<file path="src/rtl/hacr_pkg.sv">
// Shared types, constants and colour lookup for the hi-res artifact colour renderer.
// No dependencies; imported by every other file of the block.
`timescale 1ns / 1ps
`default_nettype none

package hacr_pkg;

    localparam int PIX_PER_BYTE = 7;
    localparam int RGB_W        = 24;

    // Descriptor queue geometry
    localparam int QDEPTH = 4;
    localparam int QPTR_W = 2;
    localparam int QCNT_W = 3;

    // Colour class codes within one palette half
    localparam logic [1:0] CI_BLACK = 2'd0;
    localparam logic [1:0] CI_A     = 2'd1;
    localparam logic [1:0] CI_B     = 2'd2;
    localparam logic [1:0] CI_WHITE = 2'd3;

    // Indexed by {palette bit, colour class}
    localparam logic [RGB_W-1:0] COLOUR_SET [8] = '{
        24'h000000, 24'hD53EF9, 24'h64D440, 24'hFFFFFF,
        24'h000000, 24'h458FF7, 24'hD7762C, 24'hFFFFFF
    };

    // One byte ready to render, with its neighbours and column parity
    typedef struct packed {
        logic [6:0] left_px;
        logic [7:0] cur_byte;
        logic [6:0] right_px;
        logic       parity;
        logic       done;
    } desc_t;

    // Up to two descriptors produced by one accepted beat, in order a then b
    typedef struct packed {
        logic  push_a;
        logic  push_b;
        desc_t desc_a;
        desc_t desc_b;
    } push_t;

    // nbhd = {right, centre, left}
    function automatic logic [RGB_W-1:0] pick_colour(logic [2:0] nbhd, logic j, logic pal);
        logic [1:0] c;
        if (nbhd[1])
        begin
            if (nbhd[0] || nbhd[2])
                c = CI_WHITE;
            else
                c = j ? CI_B : CI_A;
        end
        else
        begin
            if (nbhd[0] && nbhd[2])
                c = j ? CI_A : CI_B;
            else
                c = CI_BLACK;
        end
        return COLOUR_SET[{pal, c}];
    endfunction

endpackage

`default_nettype wire

</file>
<file path="src/rtl/hacr_front.sv">
// Row tracker: holds the pending byte, left neighbour and column parity,
// and turns each accepted beat into zero, one or two render descriptors. Uses hacr_pkg.
`timescale 1ns / 1ps
`default_nettype none

module hacr_front (
    input  wire logic           clk,
    input  wire logic           rst_n,
    input  wire logic           accept,
    input  wire logic [7:0]     video_byte,
    input  wire logic           last_in_row,
    output hacr_pkg::push_t     push
);
    import hacr_pkg::*;

    logic [6:0] left_reg,   left_next;
    logic [7:0] pend_reg,   pend_next;
    logic       pvalid_reg, pvalid_next;
    logic       parity_reg, parity_next;

    logic [6:0] left_mid;
    logic       parity_mid;

    always_comb
    begin
        // pending byte goes out first, with the new byte on its right
        left_mid   = pvalid_reg ? pend_reg[6:0] : left_reg;
        parity_mid = pvalid_reg ? ~parity_reg   : parity_reg;

        push.push_a          = accept && pvalid_reg;
        push.desc_a.left_px  = left_reg;
        push.desc_a.cur_byte = pend_reg;
        push.desc_a.right_px = video_byte[6:0];
        push.desc_a.parity   = parity_reg;
        push.desc_a.done     = 1'b0;

        // row end: new byte closes the row with a blank right neighbour
        push.push_b          = accept && last_in_row;
        push.desc_b.left_px  = left_mid;
        push.desc_b.cur_byte = video_byte;
        push.desc_b.right_px = 7'd0;
        push.desc_b.parity   = parity_mid;
        push.desc_b.done     = 1'b1;

        left_next   = left_reg;
        pend_next   = pend_reg;
        pvalid_next = pvalid_reg;
        parity_next = parity_reg;
        if (accept)
        begin
            if (last_in_row)
            begin
                left_next   = 7'd0;
                pend_next   = 8'd0;
                pvalid_next = 1'b0;
                parity_next = 1'b0;
            end
            else
            begin
                left_next   = left_mid;
                pend_next   = video_byte;
                pvalid_next = 1'b1;
                parity_next = parity_mid;
            end
        end
    end

    always_ff @(posedge clk or negedge rst_n)
    begin
        if (!rst_n)
        begin
            left_reg   <= 7'd0;
            pend_reg   <= 8'd0;
            pvalid_reg <= 1'b0;
            parity_reg <= 1'b0;
        end
        else
        begin
            left_reg   <= left_next;
            pend_reg   <= pend_next;
            pvalid_reg <= pvalid_next;
            parity_reg <= parity_next;
        end
    end

`ifndef SYNTH
    // a row-end beat leaves nothing pending and parity back at zero
    a_row_end_clears: assert property (@(posedge clk) disable iff (!rst_n)
        accept && last_in_row |=> !pvalid_reg && !parity_reg && left_reg == 7'd0)
        else $error("row end did not clear row state");

    // a plain beat always leaves a byte pending
    a_byte_pends: assert property (@(posedge clk) disable iff (!rst_n)
        accept && !last_in_row |=> pvalid_reg && pend_reg == $past(video_byte))
        else $error("accepted byte not held as pending");
`endif

endmodule

`default_nettype wire

</file>
<file path="src/rtl/hacr_queue.sv">
// Small descriptor queue: two writes and one read per cycle, absorbs the
// extra result of a row-final beat. Uses hacr_pkg.
`timescale 1ns / 1ps
`default_nettype none

module hacr_queue (
    input  wire logic           clk,
    input  wire logic           rst_n,
    input  wire hacr_pkg::push_t push,
    input  wire logic           pop,
    output logic                space,
    output logic                head_valid,
    output hacr_pkg::desc_t     head
);
    import hacr_pkg::*;

    desc_t             entries [QDEPTH];
    logic [QPTR_W-1:0] wr_ptr_reg, wr_ptr_next;
    logic [QPTR_W-1:0] rd_ptr_reg, rd_ptr_next;
    logic [QCNT_W-1:0] count_reg,  count_next;
    logic [QCNT_W-1:0] push_num;
    logic [QPTR_W-1:0] wr_b_addr;

    always_comb
    begin
        push_num    = QCNT_W'(push.push_a) + QCNT_W'(push.push_b);
        wr_b_addr   = wr_ptr_reg + QPTR_W'(push.push_a);
        wr_ptr_next = wr_ptr_reg + push_num[QPTR_W-1:0];
        rd_ptr_next = rd_ptr_reg + QPTR_W'(pop);
        count_next  = count_reg + push_num - QCNT_W'(pop);
    end

    assign space      = (count_reg <= QCNT_W'(QDEPTH - 2));
    assign head_valid = (count_reg != '0);
    assign head       = entries[rd_ptr_reg];

    always_ff @(posedge clk)
    begin
        if (push.push_a)
            entries[wr_ptr_reg] <= push.desc_a;
        if (push.push_b)
            entries[wr_b_addr] <= push.desc_b;
    end

    always_ff @(posedge clk or negedge rst_n)
    begin
        if (!rst_n)
        begin
            wr_ptr_reg <= '0;
            rd_ptr_reg <= '0;
            count_reg  <= '0;
        end
        else
        begin
            wr_ptr_reg <= wr_ptr_next;
            rd_ptr_reg <= rd_ptr_next;
            count_reg  <= count_next;
        end
    end

`ifndef SYNTH
    a_no_overflow: assert property (@(posedge clk) disable iff (!rst_n)
        (push.push_a || push.push_b) |-> count_reg <= QCNT_W'(QDEPTH - 2))
        else $error("descriptor queue written without room");

    a_no_underflow: assert property (@(posedge clk) disable iff (!rst_n)
        pop |-> count_reg != '0)
        else $error("descriptor queue read while empty");

    a_count_bound: assert property (@(posedge clk) disable iff (!rst_n)
        count_reg <= QCNT_W'(QDEPTH))
        else $error("descriptor queue count out of range");
`endif

endmodule

`default_nettype wire

</file>
<file path="src/rtl/hacr_render.sv">
// Pixel renderer: maps the head descriptor to seven RGB pixels and holds
// them in the result register. Uses hacr_pkg.
`timescale 1ns / 1ps
`default_nettype none

module hacr_render (
    input  wire logic                    clk,
    input  wire logic                    rst_n,
    input  wire logic                    head_valid,
    input  wire hacr_pkg::desc_t         head,
    output logic                         pop,
    output logic                         result_valid,
    input  wire logic                    result_ready,
    output logic [hacr_pkg::RGB_W-1:0]   pix [hacr_pkg::PIX_PER_BYTE],
    output logic                         row_done
);
    import hacr_pkg::*;

    logic [RGB_W-1:0] pix_reg  [PIX_PER_BYTE];
    logic [RGB_W-1:0] pix_next [PIX_PER_BYTE];
    logic             done_reg;
    logic             valid_reg, valid_next;
    logic [20:0]      stream;

    assign pop = head_valid && (!valid_reg || result_ready);

    always_comb
    begin
        // left neighbour in the low bits, so bit b+7 is pixel b of the byte
        stream = {head.right_px, head.cur_byte[6:0], head.left_px};
        for (int b = 0; b < PIX_PER_BYTE; b++)
            pix_next[b] = pick_colour(stream[b+6 +: 3], head.parity ^ b[0], head.cur_byte[7]);
        valid_next = pop || (valid_reg && !result_ready);
    end

    always_ff @(posedge clk)
    begin
        if (pop)
        begin
            pix_reg  <= pix_next;
            done_reg <= head.done;
        end
    end

    always_ff @(posedge clk or negedge rst_n)
    begin
        if (!rst_n)
            valid_reg <= 1'b0;
        else
            valid_reg <= valid_next;
    end

    assign result_valid = valid_reg;
    assign pix          = pix_reg;
    assign row_done     = done_reg;

endmodule

`default_nettype wire

</file>
<file path="src/rtl/hires_artifact_color_renderer_core.sv">
// Top level of the hi-res artifact colour renderer: row tracker, descriptor
// queue and pixel renderer. Uses hacr_pkg, hacr_front, hacr_queue, hacr_render.
//
//  Channel   Handshake                    Payload
//  --------  ---------------------------  --------------------------------
//  item      item_valid / item_ready      video_byte[7:0], last_in_row
//  result    result_valid / result_ready  pixel_0..pixel_6[23:0], row_done
//
// One item beat per cycle, sustained while result_ready stays high. Each beat
// produces zero, one or two result beats; over a row the counts match, and the
// second result of a row-final beat is soaked up by the four-entry descriptor queue.
// A result is written into the queue and then into the pixel register before it
// appears. item_ready falls when fewer than two queue slots are free, so a stalled
// result side backs up into item_ready after a few beats.
// Reset clears the row state, the queue pointers and result_valid.
`timescale 1ns / 1ps
`default_nettype none

module hires_artifact_color_renderer_core (
    input  wire logic        clk,
    input  wire logic        rst_n,
    input  wire logic        item_valid,
    output logic             item_ready,
    input  wire logic [7:0]  video_byte,
    input  wire logic        last_in_row,
    output logic             result_valid,
    input  wire logic        result_ready,
    output logic [23:0]      pixel_0,
    output logic [23:0]      pixel_1,
    output logic [23:0]      pixel_2,
    output logic [23:0]      pixel_3,
    output logic [23:0]      pixel_4,
    output logic [23:0]      pixel_5,
    output logic [23:0]      pixel_6,
    output logic             row_done
);
    import hacr_pkg::*;

    push_t            push;
    desc_t            head;
    logic             head_valid;
    logic             space;
    logic             pop;
    logic             item_accept;
    logic [RGB_W-1:0] pix [PIX_PER_BYTE];

    // ready depends only on queue occupancy, never on the state of the output
    assign item_ready  = space;
    assign item_accept = item_valid && item_ready;

    hacr_front u_front (
        .clk         (clk),
        .rst_n       (rst_n),
        .accept      (item_accept),
        .video_byte  (video_byte),
        .last_in_row (last_in_row),
        .push        (push)
    );

    hacr_queue u_queue (
        .clk        (clk),
        .rst_n      (rst_n),
        .push       (push),
        .pop        (pop),
        .space      (space),
        .head_valid (head_valid),
        .head       (head)
    );

    hacr_render u_render (
        .clk          (clk),
        .rst_n        (rst_n),
        .head_valid   (head_valid),
        .head         (head),
        .pop          (pop),
        .result_valid (result_valid),
        .result_ready (result_ready),
        .pix          (pix),
        .row_done     (row_done)
    );

    assign pixel_0 = pix[0];
    assign pixel_1 = pix[1];
    assign pixel_2 = pix[2];
    assign pixel_3 = pix[3];
    assign pixel_4 = pix[4];
    assign pixel_5 = pix[5];
    assign pixel_6 = pix[6];

endmodule

`default_nettype wire

</file>
<file path="config.mk">
export PLATFORM = sky130hd
export DESIGN_NAME = hires_artifact_color_renderer_core
export DESIGN_NICKNAME = d
export VERILOG_FILES = /design/src/rtl/hacr_pkg.sv /design/src/rtl/hacr_front.sv /design/src/rtl/hacr_queue.sv /design/src/rtl/hacr_render.sv /design/src/rtl/hires_artifact_color_renderer_core.sv
export SDC_FILE = /design/constraint.sdc
export NUM_CORES = 1
export LEC_CHECK = 0
export BUFFER_PORTS_ARGS = -buffer_cell sky130_fd_sc_hd__buf_2
export CAP_MARGIN = 20
export CORE_ASPECT_RATIO = 0.6
export CORE_MARGIN = 5
export CORE_UTILIZATION = 35
export CTS_BUF_LIST = sky130_fd_sc_hd__clkbuf_2
export CTS_CLUSTER_SIZE = 10
export DETAILED_ROUTE_END_ITERATION = 6
export GPL_TIMING_DRIVEN = 0
export PLACE_DENSITY = 0.54
export SETUP_SLACK_MARGIN = 0.4
export SLEW_MARGIN = 10
export SYNTH_ARGS = -nofsm -noshare
export SYNTH_HDL_FRONTEND = slang
export SYNTH_SLANG_ARGS = --single-unit
</file>
<file path="constraint.sdc">
create_clock -name clk -period 8.7 [get_ports clk]
set_input_delay 1.305 -clock clk [delete_from_list [all_inputs] [get_ports clk]]
set_output_delay 1.305 -clock clk [all_outputs]
set_load 0.01 [all_outputs]
</file>
==> results.cfg, run 1 <==
[yosys]
ys_warn_count = 0
synth_edf_count = 132
yosys.area_share.simple = 0.09347
ys_seq_elements = 159
ys_async_sr_fraction = 0.1195
syn_area_per_cell_um2 = 11.48
netlist_instances = 753
synth_top_family_by_area = compound AO/OA/AOI/OAI gates
synth_compound_area_frac = 0.1613
synth_xor_area_frac = 0.009116
syn_nets = 774
syn_area_um2 = 8647
synth.mux.area_fraction = 0.07843
synth.distinct_cells = 50
synth_adder_area_share = 0.01244
synth-seq-area-share = 0.5319
ys.flop_type = edfxtp_1

[power]
p_leak_nw = 4.058
clkPwrFrac = 0.097
peakVddDrop_mv = 0.1837
p_sw_mw = 2.046
p_comb_frac = 0.579
p_per_area_nw_per_um2 = 442.1
p_seq_frac = 0.324
p_int_mw = 2.523
netSwitchingFraction = 0.4479

[cts]
cts_setup_buffers = 0
cts_root_buf = clkbuf_2
holdBufCountCts = 0
clkTransAtPathRegs_ns = 0.22
cts-resized-gates = 0
cts-buffers-inserted = 17
cts_tree = done
numClockSinks = 159
cts_buffer_depth = 2
cts_max_level = 4
insertion_delay_ns = 0.77

[worst_setup_path]
cp-end-kind = register
critPathKind = input pin to register
cp.required_ns = 9.18
cp.arrival_ns = 4.91
worstReg2RegStart = u_queue.count_reg[0]
startpoint = item_valid
crit_path_start_kind = input pin
cp_max_fo = 10

[sta]
fmax_ghz = 0.2260
fin_worst_skew_ns = 0.03697
hold_viol = 0
maxSlewHeadroom = 0.3276
setup_viol = 0
finalWorstSetupSlack_ns = 4.274
post-route-period-util = 0.5087
fin_crit_ns = 4.426
slew_violations = 0
rsz0062_at_grt = no
worstMarginPinSlew_ns = 1.003

[cells_and_area]
antenna_cells = 0
nets = 984
fin_util = 0.4257
final_cells = 1294
final_common_cell = buf_2
fillCellCount = 2310
syn2layout_area_growth_pct = 19.52
final_cell_mix = buf_2 (195), edfxtp_1 (132), buf_4 (91), o221ai_1 (61), nand2_1 (55)
layout-drive-gt1-share = 0.3714
largest_reg_flops = 91

[drt]
drt-initial-drc-count = 699
vias = 7077
wl_per_cell_um = 20.49
firstDrtPassIters = 6
drc = 0
vias_per_cell = 5.469
ant_nets = 0
drt-total-wl_mm = 26.51

[place]
dp_slack_ns = 3.638
place_inst = 1266
dp_hpwl_mm = 20.38
numPortBuffers = 183
gp_congestion = 0.8936

[floorplanning]
dieHeight_um = 131.8
row_count = 44
core-area_um2 = 24280
io_pins = 184
die_w_um = 212.9
die_area_um2 = 28050
start_util = 0.3562

[outcome]
status = finished clean

[global_routing]
grt_overflow = 0
grt_pass1_wl_mm = 40.65
globalRouteTotalUtil = 0.1874
antenna_found_initial = 0
grt_max_degree = 26
grt_pass1_vias = 6528

[hold_path]
hp-class = input pin to async pin

[run]
max_cap_viol_count = 0
==> power groups by stage <==
stage | Sequential, mW | Clock (mW) | Combinational, mW
after detailed placement | 1.50 | 0 | 2.62
after floorplan | 1.61 | 0 | 1.53
after global placement | 1.53 | 0 | 2.57
after CTS | 1.49 | 0.451 | 2.63
after global routing | 1.52 | 0.486 | 2.87
final | 1.48 | 0.443 | 2.65
==> metal layers <==
layer,part of all wire,global-route usage,up-vias
li1,-,-,3231
met1,0.50,0.3132,3469
met2,0.39,0.2373,358
met3,0.098,0.04661,19
met4,0.011,0.04050,0
met5,0,0,-
==> cell usage after synthesis (3+ instances only) <==
| library cell | instances | share of area |
|---|---|---|
| o211ai_1 | 14 | 0.012 |
| o221ai_1 | 61 | 0.062 |
| buf_6 | 3 | 0.0039 |
| mux4_2 | 5 | 0.013 |
| ha_1 | 7 | 0.010 |
| nand3_1 | 30 | 0.017 |
| o22ai_1 | 10 | 0.0072 |
| o2bb2ai_1 | 5 | 0.0051 |
| mux2_2 | 21 | 0.027 |
| dfxtp_1 | 8 | 0.019 |
| buf_4 | 87 | 0.076 |
| o21ai_0 | 50 | 0.029 |
| nor2_1 | 13 | 0.0056 |
| xor2_1 | 4 | 0.0041 |
| buf_1 | 4 | 0.0017 |
| buf_2 | 12 | 0.0069 |
| nand2_1 | 55 | 0.024 |
| dfrtp_1 | 19 | 0.055 |
| o21ai_2 | 4 | 0.0041 |
| xnor2_1 | 5 | 0.0051 |
| clkbuf_1 | 30 | 0.013 |
| inv_1 | 24 | 0.010 |
| a21oi_1 | 34 | 0.020 |
| or4_1 | 8 | 0.0069 |
| mux2_4 | 3 | 0.0052 |
| nand2b_1 | 16 | 0.012 |
| o21ai_1 | 3 | 0.0017 |
| nand3b_1 | 4 | 0.0035 |
| nor4_1 | 3 | 0.0022 |
| mux2i_1 | 27 | 0.031 |
| edfxtp_1 | 132 | 0.46 |
| nor2b_1 | 9 | 0.0065 |
| nand4_1 | 9 | 0.0065 |
| a221oi_1 | 13 | 0.013 |
==> cell families (layout without fill, tap and decap cells) <==
logic type,Yosys count,after routing
flops,159,159
xor+xnor,9,9
compound gates,201,201
fa+ha+maj,8,8
mux,57,57
simple gates,158,158
buf+inv,161,380
==> through the flow <==
stage	power [mW]	hold WS, ns	area, µm²	setup TNS (ns)
floorplan	3.140	0.4365	8647	0
global placement	4.104	0.4548	9966	-40.56
detailed placement	4.119	0.4590	10090	0
CTS	4.570	0.4334	10330	0
global route	4.882	0.4542	10330	0
finish	4.569	0.4660	10330	0
==> layout make-up <==
cell class,instances,area (µm²),share of cell area
plain buffers,137,889.6,0.08608
clock buffers,19,95.09,0.009201
clock inverters,9,145.1,0.01404
inverters,24,90.09,0.008717
multi-input cells,433,3079,0.2979
flip-flops and latches,159,4599,0.4450
well taps,322,402.9,0.03898
repair buffers,191,1033,0.1000
==> worst max-delay path, stage by stage <==
cell and delay [ns]:
buf_2 0.12, inv_1 0.05, clkbuf_1 0.23, nor3_1 0.45, ha_1 0.25, clkbuf_1 0.49
clkbuf_1 0.46, nand2_1 0.37, clkbuf_1 0.35, o22ai_1 0.53, buf_4 0.28
==> worst paths after layout <==
path | to | cells past startpoint | slack, ns
min in group clk | u_queue.entries[3][0] | 2 | 0.48
max in group asynchronous | u_render.result_valid | 1 | 7.87
min reg2reg | u_queue.entries[3][0] | 2 | 0.48
max reg2reg | u_queue.entries[3][13] | 11 | 4.37
min | u_front.pend_reg[4] | 1 | 0.47
max | u_queue.entries[3][13] | 11 | 4.27
Power figures use the tool's default switching activity.
==> inputs of run 2 (changes only) <==
Settings changed: PLACE_DENSITY 0.54 to 0.56.
Clock period 8.7 ns to 3.71 ns, I/O delays scaled along.
==> run 2 against run 1 <==
Effect of this change:
- setup slack got worse by 3.7 ns
- sequential cell count unchanged
- clock power grew 78%
- sequential share of layout area shrank 0.14 points
- combinational power up 140%
- utilization grew 0.13 points
- hold slack got worse by 0.40 ns
- register-to-register slack got worse by 3.8 ns
- via count grew 0.88%
- final cell count grew 0.31%
- global-route usage fell by 0.11 points
- critical path type is now register to register
==> results.cfg, run 2 (synthesis results as in run 1) <==
[sta]
fin_worst_skew_ns = 0.02532
rsz0062_at_grt = yes
setup_viol = 0
slew_violations = 0
maxSlewHeadroom = 0.3969
fin_crit_ns = 3.157
post-route-period-util = 0.8509
finalWorstSetupSlack_ns = 0.5532
worstMarginPinSlew_ns = 0.8963
fmax_ghz = 0.3168
hold_viol = 0

[cells_and_area]
final_common_cell = buf_2
largest_reg_flops = 91
final_cell_mix = buf_2 (196), edfxtp_1 (132), buf_4 (92), o221ai_1 (61), nand2_1 (53)
nets = 984
layout-drive-gt1-share = 0.3863
syn2layout_area_growth_pct = 19.90
antenna_cells = 0
finalInstanceArea_um2 = 10370
fillCellCount = 2355

[floorplanning]
start_util = 0.3562
die_w_um = 212.9
dieHeight_um = 131.8
io_pins = 184
die_area_um2 = 28050
core-area_um2 = 24280
row_count = 44

[worst_setup_path]
cp_max_fo = 10
crit_path_start_kind = register
cp.arrival_ns = 3.65
cp_cell_sequence = a21o_1, buf_6, buf_4, nor3_2, ha_1, buf_2, buf_4, nor4_1, nor2_1, o22ai_4, buf_4
critPathKind = register to register
cp-end-kind = register
cp.required_ns = 4.20
critical-path-max-stage-delay_ns = 0.53
rr_worst_depth = 11
cp_slowest_cell = nor4_1
path_common_cell = buf_4

[drt]
ant_nets = 0
drt-initial-drc-count = 854
wl_per_cell_um = 20.27
drc = 0
drt-total-wl_mm = 26.31
vias_per_cell = 5.500
vias = 7139
firstDrtPassIters = 6

[cts]
clkTransAtPathRegs_ns = 0.21
cts_buffer_depth = 2
insertion_delay_ns = 0.76
cts_root_buf = clkbuf_2
numClockSinks = 159
cts_setup_buffers = 0
cts_max_level = 4
cts-buffers-inserted = 17
cts_tree = done

[place]
dp_slack_ns = -0.5135
numPortBuffers = 183
dp_hpwl_mm = 20.30
placed_area_um2 = 10090
gp_congestion = 0.8942

[power]
p_leak_nw = 4.035
p_per_area_nw_per_um2 = 1016
peakVddDrop_mv = 0.5055

[global_routing]
grt_pass1_vias = 6801
grt_pass1_wl_mm = 40.81
globalRouteTotalUtil = 0.1862
grt_overflow = 0
antenna_found_initial = 0
grt_max_degree = 28

[hold_path]
hold_depth = 3
hp-class = input pin to register

[run]
max_cap_viol_count = 0

[outcome]
status = finished clean
==> run 2: through the flow <==
stage | total power [mW] | hold slack (ns) | std cells | util | TNS [ns]
after floorplan | 7.335 | 0.2609 | 753 | - | 0
after global placement | 9.571 | 0.4537 | 1258 | 0.4116 | -33.23
after detailed placement | 9.671 | 0.4605 | 1265 | 0.4156 | -17.48
after CTS | 10.52 | 0.003484 | 1298 | 0.4259 | 0
after global routing | 11.29 | 0.02283 | 1298 | 0.4270 | 0
final | 10.54 | 0.06602 | 1298 | 0.4270 | 0
==> run 2: path summary, 6_finish.rpt <==
check                      slack, ns                  start                     end
max                             0.55   u_queue.count_reg[0]  u_queue.entries[1][12]
min                             0.07            last_in_row     u_front.pend_reg[0]
max reg2reg                     0.55   u_queue.count_reg[0]  u_queue.entries[1][12]
min reg2reg                     0.49  u_queue.entries[2][0]   u_queue.entries[2][0]
max in group asynchronous       3.10                  rst_n    u_queue.count_reg[0]
min in group asynchronous       0.26                  rst_n     u_front.pend_reg[5]
==> run 2: layout make-up <==
class | count | area [µm²] | share of cell area
flip-flops and latches | 159 | 4599 | 0.4436
well taps | 322 | 402.9 | 0.03886
plain buffers | 137 | 903.4 | 0.08714
clock buffers | 19 | 95.09 | 0.009172
multi-input cells | 433 | 3166 | 0.3053
clock inverters | 13 | 75.07 | 0.007241
inverters | 24 | 102.6 | 0.009896
repair buffers | 191 | 1023 | 0.09872
==> run 2: timing repair <==
item | CTS | global route
gates resized for setup | 15 | 11
pin swaps | 0 | 0
hold endpoints to repair | 19 | 0
hold buffers | 1 | 0
gates cloned | 0 | 0
setup endpoints to repair | 57 | 55
==> run 2: where the power goes <==
part | internal, mW | total [mW] | switching, mW
Clock | 0.165 | 0.789 | 0.624
Combinational | 2.42 | 6.27 | 3.85
Sequential | 3.08 | 3.48 | 0.399
Total | 5.67 | 10.5 | 4.87
==> run 2: metal layers <==
layer	routed length, µm	global-route usage
met3	2424	0.05232
met4	218	0.03339
met1	13230	0.3009
met2	10430	0.2465
met5	0	0
==> run 2: critical path: cells and delay by family (launching register included) <==
kind	cells	cell delay [ns]
DFF	1	0.43
buffers and inverters	5	1.00
AOI/OAI and AO/OA	2	0.40
and+or+nand+nor	3	0.83
adders and majority gates	1	0.24
==> inputs of run 3 (changes only) <==
Settings changed: HOLD_SLACK_MARGIN from default to 0.08.
==> run 3 against run 2 <==
Effect of this change:
- count of clock-buffer cells in the layout unchanged
- utilization increased by 0.41 points
- hold slack better by 0.15 ns
- clock power barely moved
- critical endpoint is now u_queue.entries[1][11]
==> results.cfg, run 3 (synthesis results as in run 1) <==
[sta]
fmax_ghz = 0.3156
maxSlewHeadroom = 0.3929
tns_ns = 0
worst_hold_slack_ns = 0.2112
fin_worst_skew_ns = 0.02565
setup_viol = 0
hold_viol = 0
finalWorstSetupSlack_ns = 0.5412
slew_violations = 0
fin_crit_ns = 3.169
rsz0062_at_grt = yes
worstMarginPinSlew_ns = 0.9024
post-route-period-util = 0.8541

[drt]
wl_per_cell_um = 20.16
drt-total-wl_mm = 26.36
ant_nets = 0
vias = 7219
vias_per_cell = 5.519
drt-initial-drc-count = 837
firstDrtPassIters = 5
drc = 0

[global_routing]
globalRouteTotalUtil = 0.1864
grt_overflow = 0
grt_pass1_wl_mm = 40.88
grt_max_degree = 28
grt_pass1_vias = 6846
antenna_found_initial = 0

[worst_setup_path]
cp.arrival_ns = 3.65
r2r_slack_ns = 0.54
rr_worst_depth = 11
timing.rr.end = u_queue.entries[1][11]
critPathKind = register to register
crit_path_start_kind = register
cp_max_fo = 10
cp-end-kind = register
cp.required_ns = 4.19
worstReg2RegStart = u_queue.count_reg[0]

[cells_and_area]
layout-drive-gt1-share = 0.3824
final_common_cell = buf_2
nets = 994
antenna_cells = 0
fillCellCount = 2348
final_cell_mix = buf_2 (196), edfxtp_1 (132), buf_4 (92), o221ai_1 (61), nand2_1 (53)
syn2layout_area_growth_pct = 21.05
largest_reg_flops = 91

[power]
p_int_mw = 5.673
peakVddDrop_mv = 0.5055
p_leak_nw = 4.076
clkPwrFrac = 0.075
p_per_area_nw_per_um2 = 1007
p_sw_mw = 4.865
p_comb_frac = 0.595
p_seq_frac = 0.330
netSwitchingFraction = 0.4617
totalPowerFinal_mw = 10.54

[outcome]
status = finished clean

[cts]
cts_tree = done
cts_setup_buffers = 0
numClockSinks = 159
clkTransAtPathRegs_ns = 0.23
cts_root_buf = clkbuf_2
cts_buffer_depth = 2
cts-buffers-inserted = 17
insertion_delay_ns = 0.75
cts_max_level = 4

[floorplanning]
die_area_um2 = 28050
dieHeight_um = 131.8
row_count = 44
start_util = 0.3562
die_w_um = 212.9
core-area_um2 = 24280
io_pins = 184

[hold_path]
whs_endpoint = u_queue.entries[0][9]
hold_depth = 2
hp-class = input pin to register
hold_start = video_byte[0]

[place]
numPortBuffers = 183
dp_slack_ns = -0.5135
dp_hpwl_mm = 20.30
gp_congestion = 0.8942

[run]
max_cap_viol_count = 0
[run 3: timing repair]
item / CTS / global route
gates resized for setup: 15 / 11
hold buffers: 11 / 0
setup endpoints to repair: 57 / 55
pin swaps: 0 / 0
hold endpoints to repair: 28 / 0
cloned: 0 / 0
[run 3: metal layers]
metal  vias up  track usage  part of all wire
li1       3270            -                 -
met5         -            0                 0
met2       355       0.2474              0.40
met1      3575       0.3011              0.50
met4         0      0.03339            0.0078
met3        19      0.05161             0.095
[run 3: final cells by class]
| type | count | area (µm²) | share of cell area |
|---|---|---|---|
| repair buffers | 201 | 1124 | 0.1073 |
| well taps | 322 | 402.9 | 0.03849 |
| clock buffers | 19 | 95.09 | 0.009084 |
| clock inverters | 13 | 75.07 | 0.007172 |
| multi-input cells | 433 | 3166 | 0.3024 |
| plain buffers | 137 | 903.4 | 0.08630 |
| inverters | 24 | 102.6 | 0.009802 |
| flip-flops and latches | 159 | 4599 | 0.4394 |
[run 3: power groups by stage]
stage | registers [mW] | logic, mW | clock network (mW)
after floorplan | 3.73 | 3.60 | 0
after CTS | 3.50 | 6.22 | 0.810
final | 3.48 | 6.27 | 0.788
after global placement | 3.54 | 6.03 | 0
after global routing | 3.57 | 6.83 | 0.900
after detailed placement | 3.53 | 6.14 | 0
[run 3: how the worst max path moves through the flow]
stage,slack (ns),cells after the start,to,startpoint
3_3_place_gp,-0.85,10,u_queue.count_reg[2],result_ready
4_1_cts,0.42,11,u_queue.entries[1][12],u_queue.count_reg[0]
6_report,0.54,11,u_queue.entries[1][11],u_queue.count_reg[0]
5_1_grt,0.36,10,u_queue.entries[1][11],u_queue.count_reg[0]
3_5_place_dp,-0.51,11,u_queue.entries[2][14],item_valid
2_1_floorplan,0.13,9,u_queue.count_reg[2],result_ready
[run 3: stage by stage]
step / cell area [µm²] / utilization / instances
floorplan: 8673 / - / 753
detailed placement: 10090 / 0.4156 / 1265
global placement: 9992 / 0.4116 / 1258
global route: 10470 / 0.4311 / 1308
CTS: 10440 / 0.4300 / 1308
finish: 10470 / 0.4311 / 1308
[run 3: critical path, stage by stage (launching register included)]
cell     delay [ns]
dfrtp_1        0.43
a21o_1         0.15
buf_6          0.15
buf_4          0.20
nor3_2         0.08
ha_1           0.24
buf_2          0.20
buf_4          0.21
nor4_1         0.54
nor2_1         0.22
o22ai_4        0.25
buf_4          0.24
